## config.mk

```make
export PLATFORM = sky130hd
export DESIGN_NAME = of10_match_wildcard_unpack_top
export DESIGN_NICKNAME = d
export VERILOG_FILES = /design/src/rtl/core/ofwu_pkg.sv /design/src/rtl/core/ofwu_decode.sv /design/src/rtl/core/of10_match_wildcard_unpack_top.sv
export VERILOG_INCLUDE_DIRS = /design/src /design/src/rtl/core
export SDC_FILE = /design/constraint.sdc
export NUM_CORES = 1
export LEC_CHECK = 0
export BUFFER_PORTS_ARGS = -buffer_cell sky130_fd_sc_hd__buf_2
export CORE_ASPECT_RATIO = 0.8
export CORE_MARGIN = 4
export CORE_UTILIZATION = 48
export CTS_BUF_LIST = sky130_fd_sc_hd__clkbuf_4 sky130_fd_sc_hd__clkbuf_8
export DETAILED_ROUTE_END_ITERATION = 12
export PLACE_DENSITY = 0.78
export SLEW_MARGIN = 20
export SYNTH_ARGS = -nofsm -noshare
export SYNTH_HDL_FRONTEND = slang
export SYNTH_SLANG_ARGS = --single-unit
```

## constraint.sdc

```tcl
create_clock -name clk -period 6.88 [get_ports clk]
set_clock_uncertainty 0.05 [all_clocks]
set_input_delay 1.032 -clock clk [delete_from_list [all_inputs] [get_ports clk]]
set_output_delay 1.032 -clock clk [all_outputs]
set_load 0.03 [all_outputs]
```

## src/rtl/core/of10_match_wildcard_unpack_top_assert.svh

```systemverilog
// Assertion macros for the OpenFlow 1.0 match wildcard decoder.
`ifndef OF10_MATCH_WILDCARD_UNPACK_TOP_ASSERT_SVH
`define OF10_MATCH_WILDCARD_UNPACK_TOP_ASSERT_SVH

`ifndef SYNTH

`define OFWU_ASSERT_SAME(label, clk, rst_n, ante, cons) \
    label: assert property (@(posedge clk) disable iff (!rst_n) (ante) |-> (cons)) \
        else $error("same-cycle check failed");

`define OFWU_ASSERT_NEXT(label, clk, rst_n, ante, cons) \
    label: assert property (@(posedge clk) disable iff (!rst_n) (ante) |=> (cons)) \
        else $error("next-cycle check failed");

`else

`define OFWU_ASSERT_SAME(label, clk, rst_n, ante, cons)

`define OFWU_ASSERT_NEXT(label, clk, rst_n, ante, cons)

`endif

`endif

```

## src/rtl/core/ofwu_pkg.sv

```systemverilog
// Shared constants and types for the OpenFlow 1.0 match wildcard decoder.
package ofwu_pkg;

    // wildcard word bit positions
    localparam int unsigned WC_IN_PORT  = 0;
    localparam int unsigned WC_DL_VLAN  = 1;
    localparam int unsigned WC_DL_SRC   = 2;
    localparam int unsigned WC_DL_DST   = 3;
    localparam int unsigned WC_DL_TYPE  = 4;
    localparam int unsigned WC_IP_PROTO = 5;
    localparam int unsigned WC_TP_SRC   = 6;
    localparam int unsigned WC_TP_DST   = 7;
    localparam int unsigned WC_SRC_LSB  = 8;
    localparam int unsigned WC_DST_LSB  = 14;
    localparam int unsigned WC_CNT_W    = 6;
    localparam int unsigned WC_VLAN_PCP = 20;
    localparam int unsigned WC_NW_TOS   = 21;

    // present map bit positions
    localparam int unsigned PB_IN_PORT  = 0;
    localparam int unsigned PB_ETH_SRC  = 1;
    localparam int unsigned PB_ETH_DST  = 2;
    localparam int unsigned PB_VLAN_VID = 3;
    localparam int unsigned PB_VLAN_PCP = 4;
    localparam int unsigned PB_ETH_TYPE = 5;
    localparam int unsigned PB_NW_SRC   = 6;
    localparam int unsigned PB_NW_DST   = 7;
    localparam int unsigned PB_NW_TOS   = 8;
    localparam int unsigned PB_IP_PROTO = 9;
    localparam int unsigned PB_TP_SRC   = 10;
    localparam int unsigned PB_TP_DST   = 11;
    localparam int unsigned PB_W        = 12;

    localparam logic [15:0] VLAN_NONE    = 16'hffff;
    localparam logic [15:0] ETYPE_IPV4   = 16'h0800;
    localparam logic [15:0] ETYPE_ARP    = 16'h0806;
    localparam logic [7:0]  PROTO_TCP    = 8'd6;
    localparam logic [7:0]  PROTO_UDP    = 8'd17;
    localparam logic [7:0]  PROTO_ICMP   = 8'd1;

    typedef struct packed {
        logic [PB_W-1:0] present;
        logic [31:0]     src_mask;
        logic [31:0]     dst_mask;
    } result_t;

endpackage

```

## src/rtl/core/ofwu_decode.sv

```systemverilog
// Combinational decode of one match header into present map and prefix masks.
module ofwu_decode
(
    input  logic [31:0]      wildcard_bits,
    input  logic [15:0]      vlan_id,
    input  logic [15:0]      ether_type,
    input  logic [7:0]       ip_protocol,
    output ofwu_pkg::result_t result
);

    logic [ofwu_pkg::WC_CNT_W-1:0] src_cnt;
    logic [ofwu_pkg::WC_CNT_W-1:0] dst_cnt;
    logic                          is_ip;
    logic                          is_arp;
    logic                          type_ok;
    logic                          net_ok;
    logic                          proto_ok;
    logic                          port_ok;
    logic [ofwu_pkg::PB_W-1:0]     pb;

    assign src_cnt = wildcard_bits[ofwu_pkg::WC_SRC_LSB +: ofwu_pkg::WC_CNT_W];
    assign dst_cnt = wildcard_bits[ofwu_pkg::WC_DST_LSB +: ofwu_pkg::WC_CNT_W];

    assign type_ok  = !wildcard_bits[ofwu_pkg::WC_DL_TYPE];
    assign is_ip    = type_ok && (ether_type == ofwu_pkg::ETYPE_IPV4);
    assign is_arp   = type_ok && (ether_type == ofwu_pkg::ETYPE_ARP);
    assign net_ok   = is_ip || is_arp;
    assign proto_ok = !wildcard_bits[ofwu_pkg::WC_IP_PROTO];
    assign port_ok  = is_ip && proto_ok &&
                      ((ip_protocol == ofwu_pkg::PROTO_TCP) ||
                       (ip_protocol == ofwu_pkg::PROTO_UDP) ||
                       (ip_protocol == ofwu_pkg::PROTO_ICMP));

    always_comb
    begin
        pb = '0;
        pb[ofwu_pkg::PB_IN_PORT]  = !wildcard_bits[ofwu_pkg::WC_IN_PORT];
        pb[ofwu_pkg::PB_ETH_SRC]  = !wildcard_bits[ofwu_pkg::WC_DL_SRC];
        pb[ofwu_pkg::PB_ETH_DST]  = !wildcard_bits[ofwu_pkg::WC_DL_DST];
        pb[ofwu_pkg::PB_VLAN_VID] = !wildcard_bits[ofwu_pkg::WC_DL_VLAN];
        pb[ofwu_pkg::PB_VLAN_PCP] = !wildcard_bits[ofwu_pkg::WC_VLAN_PCP] &&
                                    !wildcard_bits[ofwu_pkg::WC_DL_VLAN] &&
                                    (vlan_id != ofwu_pkg::VLAN_NONE);
        pb[ofwu_pkg::PB_ETH_TYPE] = type_ok;
        pb[ofwu_pkg::PB_NW_SRC]   = net_ok;
        pb[ofwu_pkg::PB_NW_DST]   = net_ok;
        pb[ofwu_pkg::PB_IP_PROTO] = net_ok && proto_ok;
        pb[ofwu_pkg::PB_NW_TOS]   = is_ip && !wildcard_bits[ofwu_pkg::WC_NW_TOS];
        pb[ofwu_pkg::PB_TP_SRC]   = port_ok && !wildcard_bits[ofwu_pkg::WC_TP_SRC];
        pb[ofwu_pkg::PB_TP_DST]   = port_ok && !wildcard_bits[ofwu_pkg::WC_TP_DST];
    end

    always_comb
    begin
        result.present = pb;
        // count of 32 or more (top bit set) wildcards the whole address
        if (!net_ok || src_cnt[ofwu_pkg::WC_CNT_W-1])
            result.src_mask = '0;
        else
            result.src_mask = 32'hffff_ffff << src_cnt[ofwu_pkg::WC_CNT_W-2:0];
        if (!net_ok || dst_cnt[ofwu_pkg::WC_CNT_W-1])
            result.dst_mask = '0;
        else
            result.dst_mask = 32'hffff_ffff << dst_cnt[ofwu_pkg::WC_CNT_W-2:0];
    end

endmodule

```

## src/rtl/core/of10_match_wildcard_unpack_top.sv

```systemverilog
// Top level of the OpenFlow 1.0 match wildcard decoder: input and result registers.
// Decodes one OpenFlow 1.0 match header (wildcards, VLAN id, ethertype, IP
// protocol) into a 12-bit present map and IPv4 source/destination prefix
// masks. One transfer is taken every cycle while item_stall is low; a result
// passes through the two-register pipeline (input register, decode logic, result
// register) to the outputs. The stall chains back from the result register so
// both stages stay full under back-pressure.
module of10_match_wildcard_unpack_top
(
    input  logic        clk,
    input  logic        rst_n,
    input  logic        item_valid,
    output logic        item_stall,
    input  logic [31:0] wildcard_bits,
    input  logic [15:0] vlan_id,
    input  logic [15:0] ether_type,
    input  logic [7:0]  ip_protocol,
    output logic        result_valid,
    input  logic        result_stall,
    output logic [11:0] present_bits,
    output logic [31:0] src_prefix_mask,
    output logic [31:0] dst_prefix_mask
);

    logic               s1_valid_reg;
    logic               s1_valid_next;
    logic [31:0]        wc_reg;
    logic [15:0]        vid_reg;
    logic [15:0]        etype_reg;
    logic [7:0]         proto_reg;
    logic               rsp_valid_reg;
    logic               rsp_valid_next;
    ofwu_pkg::result_t  result_reg;
    ofwu_pkg::result_t  decoded;
    logic               s1_load;
    logic               s2_load;
    logic               chk_ports_ok;
    logic               chk_src_ok;
    logic               chk_pcp_ok;

    ofwu_decode u_decode
    (
        .wildcard_bits (wc_reg),
        .vlan_id       (vid_reg),
        .ether_type    (etype_reg),
        .ip_protocol   (proto_reg),
        .result        (decoded)
    );

    assign s2_load    = s1_valid_reg && (!rsp_valid_reg || !result_stall);
    assign item_stall = s1_valid_reg && rsp_valid_reg && result_stall;
    assign s1_load    = item_valid && !item_stall;

    always_comb
    begin
        if (s1_load)
            s1_valid_next = 1'b1;
        else if (s2_load)
            s1_valid_next = 1'b0;
        else
            s1_valid_next = s1_valid_reg;

        if (s2_load)
            rsp_valid_next = 1'b1;
        else if (!result_stall)
            rsp_valid_next = 1'b0;
        else
            rsp_valid_next = rsp_valid_reg;
    end

    always_ff @(posedge clk or negedge rst_n)
    begin
        if (!rst_n)
        begin
            s1_valid_reg  <= 1'b0;
            rsp_valid_reg <= 1'b0;
        end
        else
        begin
            s1_valid_reg  <= s1_valid_next;
            rsp_valid_reg <= rsp_valid_next;
        end
    end

    always_ff @(posedge clk)
    begin
        if (s1_load)
        begin
            wc_reg    <= wildcard_bits;
            vid_reg   <= vlan_id;
            etype_reg <= ether_type;
            proto_reg <= ip_protocol;
        end
        if (s2_load)
            result_reg <= decoded;
    end

    assign result_valid    = rsp_valid_reg;
    assign present_bits    = result_reg.present;
    assign src_prefix_mask = result_reg.src_mask;
    assign dst_prefix_mask = result_reg.dst_mask;

    assign chk_ports_ok = (!present_bits[ofwu_pkg::PB_TP_SRC] &&
                           !present_bits[ofwu_pkg::PB_TP_DST]) ||
                          present_bits[ofwu_pkg::PB_IP_PROTO];
    assign chk_src_ok   = (src_prefix_mask == 32'd0) || present_bits[ofwu_pkg::PB_NW_SRC];
    assign chk_pcp_ok   = !present_bits[ofwu_pkg::PB_VLAN_PCP] ||
                          present_bits[ofwu_pkg::PB_VLAN_VID];

`include "of10_match_wildcard_unpack_top_assert.svh"

    // an accepted transfer always lands in the input register
    `OFWU_ASSERT_NEXT(a_accept_fills_s1, clk, rst_n, s1_load, s1_valid_reg)
    // ports only ever present with a matched protocol
    `OFWU_ASSERT_SAME(a_ports_need_proto, clk, rst_n, result_valid, chk_ports_ok)
    // a nonzero source mask only with the source address present
    `OFWU_ASSERT_SAME(a_mask_needs_addr, clk, rst_n, result_valid, chk_src_ok)
    // PCP only with the VLAN id matched
    `OFWU_ASSERT_SAME(a_pcp_needs_vid, clk, rst_n, result_valid, chk_pcp_ok)

endmodule
```

==> results of run 1 <==
## layout by cell type, fill, tap and decap left out, drive strengths merged, types with 2 or more instances in the layout
master / Yosys / layout
and3: 4 / 4
or3: 4 / 4
o21a: 6 / 6
a211oi: 8 / 8
clkinvlp: 0 / 4
nor3: 33 / 33
nor3b: 4 / 4
a21oi: 2 / 2
or2: 5 / 5
or4: 2 / 2
nand4: 5 / 5
a21o: 2 / 2
dfrtp: 2 / 2
nor4: 21 / 21
clkbuf: 16 / 17
a2111oi: 4 / 4
o21ai: 4 / 4
nand3: 2 / 2
clkinv: 0 / 6
nor2b: 5 / 5
a311oi: 3 / 3
buf: 11 / 146
nand2: 8 / 8
inv: 7 / 9
nor2: 16 / 16
nand2b: 2 / 2
bufinv: 0 / 3
nor4b: 5 / 5
edfxtp: 137 / 137
## worst max-delay path, stage by stage
cell and delay, ns:
buf_2 0.12, nand3_1 0.12, inv_1 0.07, buf_2 0.19
## power breakdown
group	internal (mW)	total [mW]	switching [mW]
Clock	0.357	0.665	0.308
Sequential	0.990	1.02	0.0280
Combinational	0.0462	0.169	0.123
## logic make-up (layout without fill, tap and decap cells)
kind of cell	after synthesis	in the layout	synth area share
buffers and inverters	34	185	0.0311
flip-flops	139	139	0.778
AND/OR/NAND/NOR	118	118	0.133
XOR/XNOR	1	1	0.00304
AO/OA/AOI/OAI	33	33	0.0540
## path summary, 6_finish.rpt
| path | to | cells after the start |
|---|---|---|
| setup reg to reg | src_prefix_mask[29] | 3 |
| max in group asynchronous | s1_valid_reg | 1 |
| hold reg to reg | result_valid | 1 |
| setup / recovery | item_stall | 4 |
| min in group clk | result_valid | 1 |
| hold / removal | result_valid | 1 |
## area by class of cell
| type | instances | area [um2] | share of cell area |
|---|---|---|---|
| Tap cell | 144 | 180 | 0.0274 |
| Clock inverter | 15 | 173 | 0.0263 |
| Timing Repair Buffer | 146 | 738 | 0.112 |
| Multi-Input combinational cell | 152 | 1050 | 0.160 |
| Sequential cell | 139 | 4160 | 0.634 |
| Inverter | 7 | 26.3 | 0.00400 |
| Clock buffer | 17 | 234 | 0.0356 |
## per-layer routing
metal  track usage  part of all wire
met1         0.206              0.43
met2         0.234              0.47
met3        0.0653             0.091
met4        0.0668             0.013
met5             0                 0
## per-stage QoR
stage / instances / total power, mW / util / area (um2) / hold WS, ns
after floorplan: 325 / 1.15 / - / 5350 / 0.394
after global placement: 588 / 1.20 / 0.566 / 6160 / 0.411
after detailed placement: 588 / 1.21 / 0.566 / 6160 / 0.441
after CTS: 620 / 1.87 / 0.603 / 6570 / 0.281
after global routing: 620 / 1.93 / 0.603 / 6570 / 0.269
final: 620 / 1.85 / 0.603 / 6570 / 0.323
==> run metrics, run 1 <==
result of the run=finished, final reports clean; number of buffers added for setup after CTS=0; H-tree level count=4; clock sink count=139; share of synthesized area occupied by flip-flops and latches=0.778; Chip Width=roughly 130 um; Std-Cell Rows=34; worst hold-check path type=primary input to asynchronous set/reset pin; pre-CTS setup slack=4.26 ns; final count of negative-setup-slack endpoints=0; Die Ht=102 um; Clock Tree Buf Depth=2; final worst path period need=2.62 ns; filler cell count in the final layout=849; register-to-register setup slack=4.37 ns; Power per Cell Area=282 mW/mm2; Pleak=approximately 2.4 nW; number of top-level pins=154; Yosys top cell by area=edfxtp_1; startpoint-to-endpoint class of the critical path=primary input to output port; Syn Area/Cell=16.5 um2; Crit path arrival time=about 1.5 ns; most frequent cells after synthesis=137 x edfxtp_1, 33 x nor3_1, 19 x nor4_1; Worst setup EP type=output port; synthesized netlist net count=about 400; cell at the root of the clock tree=clkbuf_8; fraction of the cycle the final worst path needs=0.381; hold_buf cts=0; half-perimeter wire length of the detailed placement result=around 6400 um; post-DR vias/cell=~5.2; wire length of the first global-routing pass=15,500 um; Post-synth EDFFs=137; startpoint type of the worst setup path=primary input; Diodes inserted=0; clock tree from TritonCTS=done; all-layer global routing usage=0.157; RSZ-0062 raised after global routing=false; total length of routed wires=9840 um; Yosys warning total=0; average wire per standard cell=between 15 and 20 um; start of the worst register-to-register path=etype_reg[1]; final-report hold violation count=0; vias=3,228; area growth from synthesis to layout=22.8%; worst vdd ir=between 0.15 and 0.2 mV; post-synth top area share=0.769; DRT antenna net count=0; total count of max-transition violations in the final report=0; headroom to the max-slew limit=0.281; setup total negative slack=0 ns; commonest register cell after synthesis=edfxtp_1; crit-path max FO=3; pin count of the biggest net entering global routing=76; f_max=0.382 GHz; final routed DRC violation total=0; number of DRC violations after detailed-routing iteration 0=294; via count of the first global-routing pass=around 3,000; number of gates resized after cts=0; Floorplan Core Area=0.0109 mm2; clock slew at the register clock pins of the worst setup and hold paths=0.07 ns; Inserted Clock Buffers=17; Final Wtd Congestion=0.750; Worst setup startpoint=result_stall; die area=0.0129 mm2; fraction of layout instances using a drive strength above 1=0.418; top cells by area in the synthesized netlist=edfxtp_1 77%, nor3_1 3.1%, nor4_1 2.2%, nor4b_2 1.4%, a2111oi_2 1.1%; count of input and output buffers=143; initial cell density of the core=0.491; count of state elements after synthesis=139; async set-or-reset flop fraction in the synthesized netlist=0.0144; actual transition at the worst max-transition pin=1.08 ns; Synth Instances=about 330; setup slack after layout=4.26 ns; initial antenna violation count=0; GRT overflow=0; Cell variety after synth=41; # Max-Cap Violations=0; iteration count of the initial detailed-routing pass=4; critical path required time=roughly 5.8 ns; cell area after technology mapping=0.00535 mm2; most frequent cell after synthesis=edfxtp_1; net total in the final layout=roughly 540; worst skew pair latency=0.43 ns
Note: power is estimated with default switching activity, not from simulation.
==> run 2, diff against run 1 <==
==> constraint.sdc (replaced) <==
create_clock -name clk -period 2.22 [get_ports clk]
set_clock_uncertainty 0.05 [all_clocks]
set_input_delay 0.333 -clock clk [delete_from_list [all_inputs] [get_ports clk]]
set_output_delay 0.333 -clock clk [all_outputs]
set_load 0.03 [all_outputs]
==> run metrics, run 2 (synthesized netlist as in run 1, its figures left out) <==
commonest non-fill, non-tap cells in the layout=143 x buf_2, 137 x edfxtp_1, 59 x dlygate4sd3_1; final-report hold violation count=0; clock slew at the register clock pins of the worst setup and hold paths=0.09 ns; count of input and output buffers=143; post-DR vias/cell=5.17; area growth from synthesis to layout=36.4%; initial antenna violation count=0; filler cell count in the final layout=slightly below 800; Clock Tree Buf Depth=2; final worst path period need=1.80 ns; cell total after placement=between 500 and 600; actual transition at the worst max-transition pin=0.706 ns; final count of negative-setup-slack endpoints=0; start of the worst register-to-register path=etype_reg[0]; Die Ht=102 um; half-perimeter wire length of the detailed placement result=6980 um; worst vdd ir=0.540 mV; number of top-level pins=~150; wire length of the first global-routing pass=around 18,000 um; Power per Cell Area=836 mW/mm2; vias=3,555; hold_buf cts=50; GRT overflow=0; Floorplan Core Area=0.0109 mm2; f_max=0.557 GHz; die area=~0.013 mm2; initial cell density of the core=0.491; total length of routed wires=12,200 um; register-to-register setup slack=0.42 ns; H-tree level count=4; all-layer global routing usage=0.189; cell depth of the worst flop-to-flop path=4; hold path startpoint=wildcard_bits[19]; clock sink count=roughly 140; fraction of layout instances using a drive strength above 1=0.387; Std-Cell Rows=34; final routed DRC violation total=0; headroom to the max-slew limit=0.529; pre-CTS setup slack=0.385 ns; worst skew pair latency=0.45 ns; Inserted Clock Buffers=17; Sequential cell area=0.00417 mm2; worst hold-check path type=primary input to flip-flop; # Max-Cap Violations=0; final non-filler cell total=687; setup slack after layout=between 0.4 and 0.5 ns; startpoint-to-endpoint class of the critical path=flip-flop to flip-flop; net total in the final layout=slightly above 600; DRT antenna net count=0; Worst setup EP type=flip-flop; multi-input logic area=0.00105 mm2; Final Wtd Congestion=0.777; Pleak=2.77 nW; RSZ-0062 raised after global routing=false; Crit path arrival time=about 2 ns; total count of max-transition violations in the final report=0; Crit-path slowest cell=edfxtp_1; number of buffers added for setup after CTS=0; iteration count of the initial detailed-routing pass=4; fraction of the cycle the final worst path needs=0.809; crit-path max FO=69; endpoint of the worst-slack reg-to-reg timing path=dst_prefix_mask[11]; Diodes inserted=0; clock tree from TritonCTS=done; number of DRC violations after detailed-routing iteration 0=between 200 and 300; average wire per standard cell=17.7 um; Hold EP=wc_reg[19]; critical path required time=approximately 2.4 ns; startpoint type of the worst setup path=flip-flop; most common cell after layout, fill and taps aside=buf_2; largest incremental delay on the critical path=0.40 ns; cell at the root of the clock tree=clkbuf_8; hold-critical path depth=1; result of the run=finished, final reports clean; end-of-flow core utilization=0.670; Cell Chain, Critical Path=nor4_2 > nand4_4 > buf_12 > a2111oi_2; pin count of the biggest net entering global routing=76; Chip Width=between 100 and 150 um; number of gates resized after cts=0; via count of the first global-routing pass=3,502
## run 2: changes by cell type in the layout (fill, tap and decap cells not counted), sizes merged
cell / previous run / this run
dlygate4sd3: 0 / 59
bufinv: 3 / 4
clkinv: 6 / 7
inv: 9 / 11
clkinvlp: 4 / 0
buf: 146 / 154
## run 2: critical path, delay by kind of cell, from the launching register on
family | cells | cell delay [ns]
AO/OA/AOI/OAI | 1 | 0.37
AND/OR/NAND/NOR | 2 | 0.54
buffers and inverters | 1 | 0.23
flip-flops | 1 | 0.40
## run 2: layer usage
layer  wire length [um]  part of all wire  GRT usage
met1               4840              0.40      0.227
met2               6150              0.51      0.313
met3               1000             0.082     0.0648
met4                163             0.013     0.0857
met5                  0                 0          0
## run 2: how the worst max path moves through the flow
stage	start	endpoint	cells past startpoint
after floorplan	result_valid	dst_prefix_mask[0]	1
after global placement	etype_reg[0]	dst_prefix_mask[11]	4
after detailed placement	etype_reg[0]	dst_prefix_mask[11]	4
after CTS	etype_reg[0]	dst_prefix_mask[11]	4
after global routing	etype_reg[0]	dst_prefix_mask[2]	4
final	etype_reg[0]	dst_prefix_mask[11]	4
## run 2: layout make-up
cell class | count | area share
tap | 144 | 0.0247
sequential | 139 | 0.571
timing repair buffer | 213 | 0.195
clock buffer | 17 | 0.0321
clock inverter | 15 | 0.0293
multi-input combinational | 152 | 0.144
inverter | 7 | 0.00360
## run 2: stage by stage
step | power (mW) | hold slack (ns) | area, um2 | TNS (ns)
after floorplan | 3.56 | -0.0126 | 5360 | -3.13
after global placement | 3.75 | 0.0675 | 6260 | 0
after detailed placement | 3.78 | 0.0754 | 6260 | 0
after CTS | 6.10 | 0.000117 | 7210 | 0
after global routing | 6.33 | -0.00105 | 7300 | 0
final | 6.10 | 0.0364 | 7300 | 0
## run 2: power breakdown
group	internal, mW	total (mW)	switching, mW	leakage [nW]
Sequential	3.06	3.14	0.0771	1.37
Clock	1.25	2.29	1.04	0.228
Combinational	0.235	0.663	0.429	1.17
==> run 3, diff against run 2 <==
==> constraint.sdc (replaced) <==
create_clock -name clk -period 1.5 [get_ports clk]
set_clock_uncertainty 0.05 [all_clocks]
set_input_delay 0.225 -clock clk [delete_from_list [all_inputs] [get_ports clk]]
set_output_delay 0.225 -clock clk [all_outputs]
set_load 0.03 [all_outputs]
==> run metrics, run 3 (synthesized netlist as in run 1, its figures left out) <==
vias=3,892; DRT antenna net count=0; setup slack after layout=-0.225 ns; fraction of layout instances using a drive strength above 1=0.522; Power per Cell Area=1080 mW/mm2; Clock Tree Buf Depth=2; startpoint type of the worst setup path=flip-flop; clock sink count=roughly 140; filler cell count in the final layout=614; Final Wtd Congestion=around 0.77; end-of-flow core utilization=0.777; initial antenna violation count=0; number of DRC violations after detailed-routing iteration 0=229; die area=0.0129 mm2; pin count of the biggest net entering global routing=29; worst skew pair latency=approximately 0.44 ns; Diodes inserted=0; most common cell after layout, fill and taps aside=buf_2; area growth from synthesis to layout=58.1%; largest incremental delay on the critical path=between 0.4 and 0.5 ns; Inserted Clock Buffers=17; final worst path period need=1.73 ns; half-perimeter wire length of the detailed placement result=7730 um; H-tree level count=4; via count of the first global-routing pass=approximately 4,000; RSZ-0062 raised after global routing=true; Total Power=9.10 mW; actual transition at the worst max-transition pin=0.390 ns; cell at the root of the clock tree=clkbuf_8; Sequential cell area=0.00417 mm2; worst hold-check path type=primary input to flip-flop; count of input and output buffers=143; average wire per standard cell=18.7 um; fraction of the cycle the final worst path needs=1.15; cell depth of the worst flop-to-flop path=5; multi-input logic area=about 0.0016 mm2; number of top-level pins=roughly 150; GRT overflow=0; clock tree from TritonCTS=done; iteration count of the initial detailed-routing pass=4; # Max-Cap Violations=0; Std-Cell Rows=34; Crit path arrival time=1.91 ns; net total in the final layout=659; Worst setup EP type=flip-flop; total count of max-transition violations in the final report=0; initial cell density of the core=0.491; startpoint-to-endpoint class of the critical path=flip-flop to flip-flop; Floorplan Core Area=0.0109 mm2; Pleak=~3.2 nW; Chip Width=126 um; all-layer global routing usage=0.221; headroom to the max-slew limit=0.739; final count of negative-setup-slack endpoints=between 60 and 70; setup total negative slack=-9.74 ns; Cell Chain, Critical Path=nor4_4 > nand4_4 > buf_8 > buf_16 > a2111oi_4; result of the run=finished with violations; total length of routed wires=13,800 um; final-report hold violation count=0; failing checks=negative setup slack; final routed DRC violation total=0; worst vdd ir=0.942 mV; commonest non-fill, non-tap cells in the layout=142 x buf_2, 137 x edfxtp_1, 64 x dlygate4sd3_1; critical path required time=1.69 ns; f_max=0.580 GHz; clock slew at the register clock pins of the worst setup and hold paths=roughly 0.080 ns; Die Ht=roughly 100 um; wire length of the first global-routing pass=~22,000 um; hold-critical path depth=2; post-DR vias/cell=5.26; Crit-path slowest cell=edfxtp_1; crit-path max FO=8
==> run 3: changes by cell type in the layout (fill, tap and decap cells not counted), moves of 7 or more <==
cell	before	now
nor4_4	0	13
nor3_2	0	16
buf_6	0	7
nor4_1	19	2
nor3_4	0	10
buf_4	8	38
nor3_1	33	7
==> run 3: what timing repair did <==
action / CTS / global route
cloned: 3 / 0
buffers inserted: 4 / 6
gates resized for setup: 59 / 34
setup endpoints to repair: 69 / 70
hold endpoints to repair: 65 / 0
hold buffers: 64 / 0
pin swaps: 30 / 12
==> run 3: cell type report <==
class / instances / area share
inverters: 7 / 0.00311
well taps: 144 / 0.0213
flip-flops and latches: 139 / 0.492
multi-input cells: 152 / 0.195
clock inverters: 15 / 0.0213
clock buffers: 17 / 0.0277
repair buffers: 266 / 0.239
==> run 3: report_power, final <==
part           internal [mW]  switching (mW)  total (mW)
clock                   1.78            1.39        3.17
sequential              4.54           0.106        4.64
combinational          0.490           0.800        1.29
==> run 3: worst paths after layout <==
kind                                    from                  end  slack, ns
worst max-delay path            etype_reg[0]  dst_prefix_mask[14]      -0.23
worst min-delay path            result_stall         result_valid       0.05
worst max register to register  etype_reg[0]  dst_prefix_mask[14]      -0.23
worst min register to register     wc_reg[2]      present_bits[1]       0.47
max in group asynchronous              rst_n         result_valid       1.22
min in group asynchronous              rst_n         s1_valid_reg       0.08
==> run 3: critical path, delay by kind of cell (launching register included) <==
family / cells / cell delay (ns)
AO/OA/AOI/OAI: 1 / 0.22
buffers and inverters: 2 / 0.34
AND/OR/NAND/NOR: 2 / 0.50
flip-flops: 1 / 0.42
==> run 3: stage by stage <==
step | hold WS, ns | setup WS, ns | cell area (um2) | cells
finish | 0.0473 | -0.225 | 8460 | 740
floorplan | -0.121 | -0.762 | 5550 | 325
detailed placement | -0.0368 | -0.277 | 6710 | 631
global route | 0.0308 | -0.308 | 8460 | 740
CTS | 0.00792 | -0.212 | 8200 | 734
global placement | -0.0410 | -0.199 | 6710 | 631
==> run 3: routing by layer <==
| metal | share of wire | wire length, um | global-route usage |
|---|---|---|---|
| met3 | 0.068 | 940 | 0.0669 |
| met4 | 0.017 | 229 | 0.0676 |
| met1 | 0.40 | 5530 | 0.270 |
| met2 | 0.51 | 7110 | 0.385 |
| met5 | 0 | 0 | 0 |
